## src/rtl/core/ppic_pkg.sv

```systemverilog
`default_nettype none
package ppic_pkg;

    localparam int unsigned IN_DATA_W  = 40;
    localparam int unsigned IN_USER_W  = 2;
    localparam int unsigned OUT_DATA_W = 16;
    localparam int unsigned CFG_IDX_W  = 1;
    localparam int unsigned CFG_DATA_W = 3;

    localparam logic [2:0] MFR_ID_RESET  = 3'd5;
    localparam logic       REFRESH_RESET = 1'b1;

    localparam logic [CFG_IDX_W-1:0] CFG_MFR_ID  = 1'd0;
    localparam logic [CFG_IDX_W-1:0] CFG_REFRESH = 1'd1;

    // control word bits
    localparam int unsigned CW_MODE_SET = 7;
    localparam int unsigned CW_A_IN     = 4;
    localparam int unsigned CW_C_HI_IN  = 3;
    localparam int unsigned CW_B_IN     = 1;
    localparam int unsigned CW_C_LO_IN  = 0;

    typedef enum logic [1:0] {
        KIND_READ  = 2'd0,
        KIND_WRITE = 2'd1,
        KIND_VSYNC = 2'd2,
        KIND_NONE  = 2'd3
    } t_kind;

    // port select from address bits {11, 9, 8}
    typedef enum logic [2:0] {
        SEL_A    = 3'b000,
        SEL_B    = 3'b001,
        SEL_C    = 3'b010,
        SEL_CTRL = 3'b011
    } t_sel;

    typedef struct packed {
        logic       vsync_level;
        logic [7:0] key_data;
        logic [7:0] write_data;
        logic [15:0] address;
        t_kind      kind;
    } t_item;

    typedef struct packed {
        logic [3:0] row_select;
        logic       row_strobe;
        logic [7:0] read_data;
        logic       handled;
    } t_result;

    typedef struct packed {
        logic [2:0] manufacturer_id;
        logic       refresh_50hz;
    } t_cfg;

endpackage
`default_nettype wire

```

## src/rtl/core/ppic_core.sv

```systemverilog
`default_nettype none
module ppic_core
    import ppic_pkg::*;
(
    input  wire    i_clk,
    input  wire    i_rst_n,
    input  wire    i_fire,
    input  wire t_item i_item,
    input  wire t_cfg  i_cfg,
    output t_result o_result
);

    logic [7:0] r_port_a, n_port_a;
    logic [7:0] r_port_b, n_port_b;
    logic [7:0] r_port_c, n_port_c;
    logic [7:0] r_ctrl,   n_ctrl;
    logic       r_vsync,  n_vsync;

    logic [2:0] sel_bits;
    logic [7:0] bsr_mask;
    logic [7:0] b_source;

    assign sel_bits = {i_item.address[11], i_item.address[9], i_item.address[8]};
    assign bsr_mask = 8'(1) << i_item.write_data[3:1];
    assign b_source = {3'b000, i_cfg.refresh_50hz, i_cfg.manufacturer_id, r_vsync};

    always_comb begin
        n_port_a = r_port_a;
        n_port_b = r_port_b;
        n_port_c = r_port_c;
        n_ctrl   = r_ctrl;
        n_vsync  = r_vsync;
        o_result = '0;
        unique case (i_item.kind)
            KIND_READ: begin
                unique case (sel_bits)
                    SEL_A: begin
                        o_result.handled   = 1'b1;
                        o_result.read_data = r_ctrl[CW_A_IN] ? i_item.key_data : r_port_a;
                    end
                    SEL_B: begin
                        o_result.handled = 1'b1;
                        if (r_ctrl[CW_B_IN]) begin
                            n_port_b           = b_source;
                            o_result.read_data = b_source;
                        end else begin
                            o_result.read_data = r_port_b;
                        end
                    end
                    SEL_C: begin
                        o_result.handled   = 1'b1;
                        o_result.read_data = (r_ctrl[CW_C_LO_IN] || r_ctrl[CW_C_HI_IN])
                                             ? 8'h00 : r_port_c;
                    end
                    default: ;
                endcase
            end
            KIND_WRITE: begin
                unique case (sel_bits)
                    SEL_A: begin
                        o_result.handled = 1'b1;
                        n_port_a         = i_item.write_data;
                    end
                    SEL_C: begin
                        o_result.handled = 1'b1;
                        n_port_c         = i_item.write_data;
                        if (!r_ctrl[CW_C_LO_IN]) begin
                            o_result.row_strobe = 1'b1;
                            o_result.row_select = i_item.write_data[3:0];
                        end
                    end
                    SEL_CTRL: begin
                        o_result.handled = 1'b1;
                        if (i_item.write_data[CW_MODE_SET]) begin
                            // mode set clears every port latch
                            n_ctrl   = i_item.write_data;
                            n_port_a = '0;
                            n_port_b = '0;
                            n_port_c = '0;
                        end else if (i_item.write_data[0]) begin
                            n_port_c = r_port_c | bsr_mask;
                        end else begin
                            n_port_c = r_port_c & ~bsr_mask;
                        end
                    end
                    default: ;
                endcase
            end
            KIND_VSYNC: n_vsync = i_item.vsync_level;
            default: ;
        endcase
    end

    always_ff @(posedge i_clk) begin
        if (!i_rst_n) begin
            r_port_a <= '0;
            r_port_b <= '0;
            r_port_c <= '0;
            r_ctrl   <= '0;
            r_vsync  <= 1'b0;
        end else if (i_fire) begin
            r_port_a <= n_port_a;
            r_port_b <= n_port_b;
            r_port_c <= n_port_c;
            r_ctrl   <= n_ctrl;
            r_vsync  <= n_vsync;
        end
    end

endmodule
`default_nettype wire

```

## src/rtl/core/ppi_port_controller_top.sv

```systemverilog
// Parallel port controller, three 8-bit ports plus a control word.
// Slave stream: one bus access per beat. tuser carries the access kind
// (read, write, vsync update); tdata carries address, write byte, keyboard
// byte and vsync level. Master stream: one result beat per accepted access
// (handled flag, read byte, keyboard row strobe and row number).
// Configuration: write enable, index and data; index 0 sets the maker id,
// index 1 the refresh selection. Write only while the block is idle.
// An access is taken into the input register, then its result into
// the result register. Throughput: one access per cycle unless the
// receiver stalls; the port latches are read and updated in the single
// decode stage between the two registers, so each access sees the state
// left by the previous. Reset clears the port latches, control word and
// vsync flag, and loads the configuration defaults. While the receiver
// stalls, the result beat holds and one more access is taken into the
// input register; after that o_s_tready drops until the result is taken.
`default_nettype none
module ppi_port_controller_top
    import ppic_pkg::*;
(
    input  wire                   i_clk,
    input  wire                   i_rst_n,
    input  wire                   i_s_tvalid,
    output logic                  o_s_tready,
    // address[15:0], write_data[23:16], key_data[31:24], vsync_level[32], zero fill
    input  wire  [IN_DATA_W-1:0]  i_s_tdata,
    // kind[1:0]
    input  wire  [IN_USER_W-1:0]  i_s_tuser,
    output logic                  o_m_tvalid,
    input  wire                   i_m_tready,
    // handled[0], read_data[8:1], row_strobe[9], row_select[13:10], zero fill
    output logic [OUT_DATA_W-1:0] o_m_tdata,
    input  wire                   i_cfg_we,
    input  wire  [CFG_IDX_W-1:0]  i_cfg_index,
    input  wire  [CFG_DATA_W-1:0] i_cfg_data
);

    logic    r_in_valid;
    t_item   r_in_item;
    logic    r_out_valid;
    t_result r_out_result;
    t_cfg    r_cfg;
    t_result core_result;
    logic    out_advance;
    logic    core_fire;

    assign out_advance = !r_out_valid || i_m_tready;
    assign core_fire   = r_in_valid && out_advance;
    assign o_s_tready  = !r_in_valid || out_advance;
    assign o_m_tvalid  = r_out_valid;
    assign o_m_tdata   = {2'b00, r_out_result};

    always_ff @(posedge i_clk) begin
        if (!i_rst_n) begin
            r_cfg.manufacturer_id <= MFR_ID_RESET;
            r_cfg.refresh_50hz    <= REFRESH_RESET;
        end else if (i_cfg_we) begin
            unique case (i_cfg_index)
                CFG_MFR_ID:  r_cfg.manufacturer_id <= i_cfg_data;
                CFG_REFRESH: r_cfg.refresh_50hz    <= i_cfg_data[0];
                default: ;
            endcase
        end
    end

    // input register
    always_ff @(posedge i_clk) begin
        if (!i_rst_n) begin
            r_in_valid <= 1'b0;
        end else if (o_s_tready) begin
            r_in_valid <= i_s_tvalid;
        end
    end

    always_ff @(posedge i_clk) begin
        if (o_s_tready && i_s_tvalid) begin
            r_in_item.kind        <= t_kind'(i_s_tuser);
            r_in_item.address     <= i_s_tdata[15:0];
            r_in_item.write_data  <= i_s_tdata[23:16];
            r_in_item.key_data    <= i_s_tdata[31:24];
            r_in_item.vsync_level <= i_s_tdata[32];
        end
    end

    ppic_core u_core (
        .i_clk    (i_clk),
        .i_rst_n  (i_rst_n),
        .i_fire   (core_fire),
        .i_item   (r_in_item),
        .i_cfg    (r_cfg),
        .o_result (core_result)
    );

    // result register
    always_ff @(posedge i_clk) begin
        if (!i_rst_n) begin
            r_out_valid <= 1'b0;
        end else if (out_advance) begin
            r_out_valid <= r_in_valid;
        end
    end

    always_ff @(posedge i_clk) begin
        if (core_fire) begin
            r_out_result <= core_result;
        end
    end

    a_strobe_handled: assert property (@(posedge i_clk) disable iff (!i_rst_n)
        r_out_valid && r_out_result.row_strobe |-> r_out_result.handled)
        else $error("row strobe on an unhandled access");

    a_row_needs_strobe: assert property (@(posedge i_clk) disable iff (!i_rst_n)
        r_out_valid && (r_out_result.row_select != 4'd0) |-> r_out_result.row_strobe)
        else $error("row number without strobe");

    a_rdata_handled: assert property (@(posedge i_clk) disable iff (!i_rst_n)
        r_out_valid && (r_out_result.read_data != 8'd0) |-> r_out_result.handled)
        else $error("read data on an unhandled access");

    a_full_blocks: assert property (@(posedge i_clk) disable iff (!i_rst_n)
        r_in_valid && r_out_valid && !i_m_tready |-> !o_s_tready)
        else $error("beat taken while both stages are full");

endmodule
`default_nettype wire
```

## config.mk

```make
export PLATFORM = sky130hd
export DESIGN_NAME = ppi_port_controller_top
export DESIGN_NICKNAME = d
export VERILOG_FILES = /design/src/rtl/core/ppic_pkg.sv /design/src/rtl/core/ppic_core.sv /design/src/rtl/core/ppi_port_controller_top.sv
export SDC_FILE = /design/constraint.sdc
export NUM_CORES = 1
export LEC_CHECK = 0
export ABC_AREA = 0
export BUFFER_PORTS_ARGS = -buffer_cell sky130_fd_sc_hd__buf_2
export CAP_MARGIN = 10
export CORE_ASPECT_RATIO = 1.75
export CORE_MARGIN = 2
export CORE_UTILIZATION = 50
export CTS_CLUSTER_SIZE = 28
export DETAILED_ROUTE_END_ITERATION = 8
export GPL_ROUTABILITY_DRIVEN = 0
export PLACE_DENSITY = 0.78
export SYNTH_ARGS = -nofsm -noshare
export SYNTH_HDL_FRONTEND = slang
export SYNTH_HIERARCHICAL = 1
export SYNTH_SLANG_ARGS = --single-unit
```

## constraint.sdc

```tcl
create_clock -name i_clk -period 2.76 [get_ports i_clk]
set_input_delay 0.414 -clock i_clk [delete_from_list [all_inputs] [get_ports i_clk]]
set_output_delay 0.414 -clock i_clk [all_outputs]
set_load 0.02 [all_outputs]
```

==> results.py <==
metrics = {
    "floorplanning": {
        "die_h_um": 108.9,
        "fp.dieW_um": 63.96,
        "coreArea_um2": 6133,
        "ios": 69,
        "initial_utilization_pct": 51.29,
        "die_area_um2": 6966,
        "rows": 38,
    },
    "sta": {
        "slew_viol_final": 0,
        "period_needed_ns": 2.154,
        "worst_pin_slew_ns": 0.7800,
        "max_freq_mhz": 464.3,
        "fin_tns_setup_ns": 0,
        "relSlewSlack_pct": 47.57,
        "setup_viol": 0,
        "rsz0062_at_grt": "false",
        "final.period_utilization_pct": 78.04,
        "worst_clock_skew_ns": 0.01012,
        "finalHoldViolations": 0,
    },
    "critical_path": {
        "rr_endpoint": "u_core/r_port_b[4]",
        "path_max_fanout": 12,
        "required_ns": 3.00,
        "crit_type": "reg -> reg",
        "crit-reg2reg-launch": "r_in_item[11]",
        "arrival_ns": 2.39,
        "cp-start-kind": "flop",
        "worst_r2r_path_depth": 4,
        "rrSetupSlack_ns": 0.61,
        "endpoint_kind": "flop",
    },
    "finish": {
        "final_util_pct": 58.12,
        "syn_to_final_growth_pct": 13.33,
        "final_net_count": 372,
        "diodes": 0,
        "drive_above_1_share_pct": 23.01,
    },
    "global_routing": {
        "grt_max_degree": 37,
        "gr-total-overflow": 0,
        "antenna_found_initial": 0,
        "grt_usage_pct": 18.65,
        "grt_pass1_wl_um": 9701,
        "grt_pass1_vias": 2062,
    },
    "clock_tree": {
        "cts.clk_slew.worst_paths_ns": 0.07,
        "hold_buffers": 0,
        "cts_tree": "yes",
        "cts_num_sinks": 71,
        "cts_max_level": 3,
        "cts_inserted_buffers": 9,
        "clk_latency_ns": 0.35,
        "cts_root_buffer": "clkbuf_8",
        "post-cts-setup-buffer-count": 0,
        "cts_resized": 0,
        "clk_path_buf_depth": 2,
    },
    "drt": {
        "firstDrtPassIters": 4,
        "drt_iter0_drc": 112,
        "postRouteAntennaNets": 0,
        "avgViaCountPerCell": 5.305,
        "remaining_drc_errors": 0,
        "num_vias": 2154,
        "routedWlPerCell_um": 14.60,
        "wirelength_um": 5926,
    },
    "worst_hold_path": {
        "hold_class": "in -> reg",
        "worstHoldStart": "i_s_tdata[28]",
        "min_delay_worst_endpoint": "r_in_item[30]",
        "holdPathStages": 1,
    },
    "power_and_ir_drop": {
        "vdd.ir_drop.worst_v": 0.0004949,
        "cellLeakagePower_nw": 1.296,
        "powerDensity_nw_per_um2": 563.9,
    },
    "placement": {
        "hpwl_um": 4187,
        "portBuffers": 46,
    },
    "logic_synthesis": {
        "syn_inst": 280,
        "synth_area_per_cell_um2": 11.23,
        "yosys_warnings": 6,
        "netlist_area_um2": 3146,
    },
    "run_status": {
        "status": "completed",
    },
    "job": {
        "drv_cap": 0,
    },
}
-- flip-flops by register name (all words and copies together) (netlist names) --
name / count
o_m_tdata: 14
o_m_tvalid: 1
r_cfg: 4
r_in_item: 22
r_in_valid: 1
u_core/r_ctrl: 4
u_core/r_port_a: 8
u_core/r_port_b: 8
u_core/r_port_c: 8
u_core/r_vsync: 1
-- worst max-delay path, stage by stage, from the launching register on --
cell,delay (ns)
edfxtp_1,0.57
nand3b_1,0.39
or3_1,0.64
and3_1,0.27
o21a_1,0.17
-- how the worst max path moves through the flow --
| stage | start | endpoint | slack [ns] |
|---|---|---|---|
| floorplan | o_m_tvalid | u_core/r_port_a[0] | 0.29 |
| global placement | i_m_tready | u_core/r_port_b[5] | 0.69 |
| detailed placement | i_m_tready | u_core/r_port_b[7] | 0.63 |
| CTS | r_in_item[11] | u_core/r_port_b[4] | 0.66 |
| global route | r_in_item[11] | u_core/r_port_b[4] | 0.48 |
| finish | r_in_item[11] | u_core/r_port_b[4] | 0.61 |
-- layer usage --
layer / vias to the layer above / GRT usage, % / routed length (um)
li1: 1086 / - / -
met1: 1010 / 20.30 / 2396
met2: 48 / 32.66 / 3163
met3: 10 / 4.954 / 229
met4: 0 / 9.938 / 137
met5: - / 0 / 0
-- stage by stage --
stage                     hold slack, ns  total power, W  setup slack, ns  instance area (um2)  cells
final                             0.2369        0.002010           0.6061                 3565    406
after global placement            0.4548        0.001330           0.6924                 3403    390
after global routing              0.2166        0.002090           0.4845                 3565    406
after CTS                         0.2197        0.002028           0.6585                 3565    406
after detailed placement          0.4573        0.001334           0.6313                 3403    390
after floorplan                   0.4344        0.001283           0.2918                 3149    281
-- where the power goes --
part	internal (W)	switching, W	total [W]
Sequential	0.00115	0.0000296	0.00118
Combinational	0.0000580	0.0000760	0.000134
Clock	0.000351	0.000349	0.000700
Total	0.00156	0.000454	0.00201
-- layout make-up --
class / instances / area (um2)
Clock buffer: 15 / 156.4
Clock inverter: 1 / 5.005
Fill cell: 519 / 2569
Inverter: 5 / 18.77
Multi-Input combinational cell: 185 / 1250
Sequential cell: 71 / 1782
Tap cell: 80 / 100.1
Timing Repair Buffer: 49 / 252.7
-- cell usage in the layout, fill, tap and decap left out, drive strengths merged, types with 3 or more instances in the layout --
master / count
a221oi: 3
nand2: 14
dfxtp: 35
nand3b: 9
o21a: 6
o22ai: 5
edfxtp: 36
nor3b: 3
a21oi: 25
clkbuf: 15
o21ai: 10
buf: 49
mux2i: 22
mux2: 8
and3: 8
nor2: 19
and2: 11
inv: 5
nor2b: 11
a21boi: 5
Power figures use the tool's default switching activity.
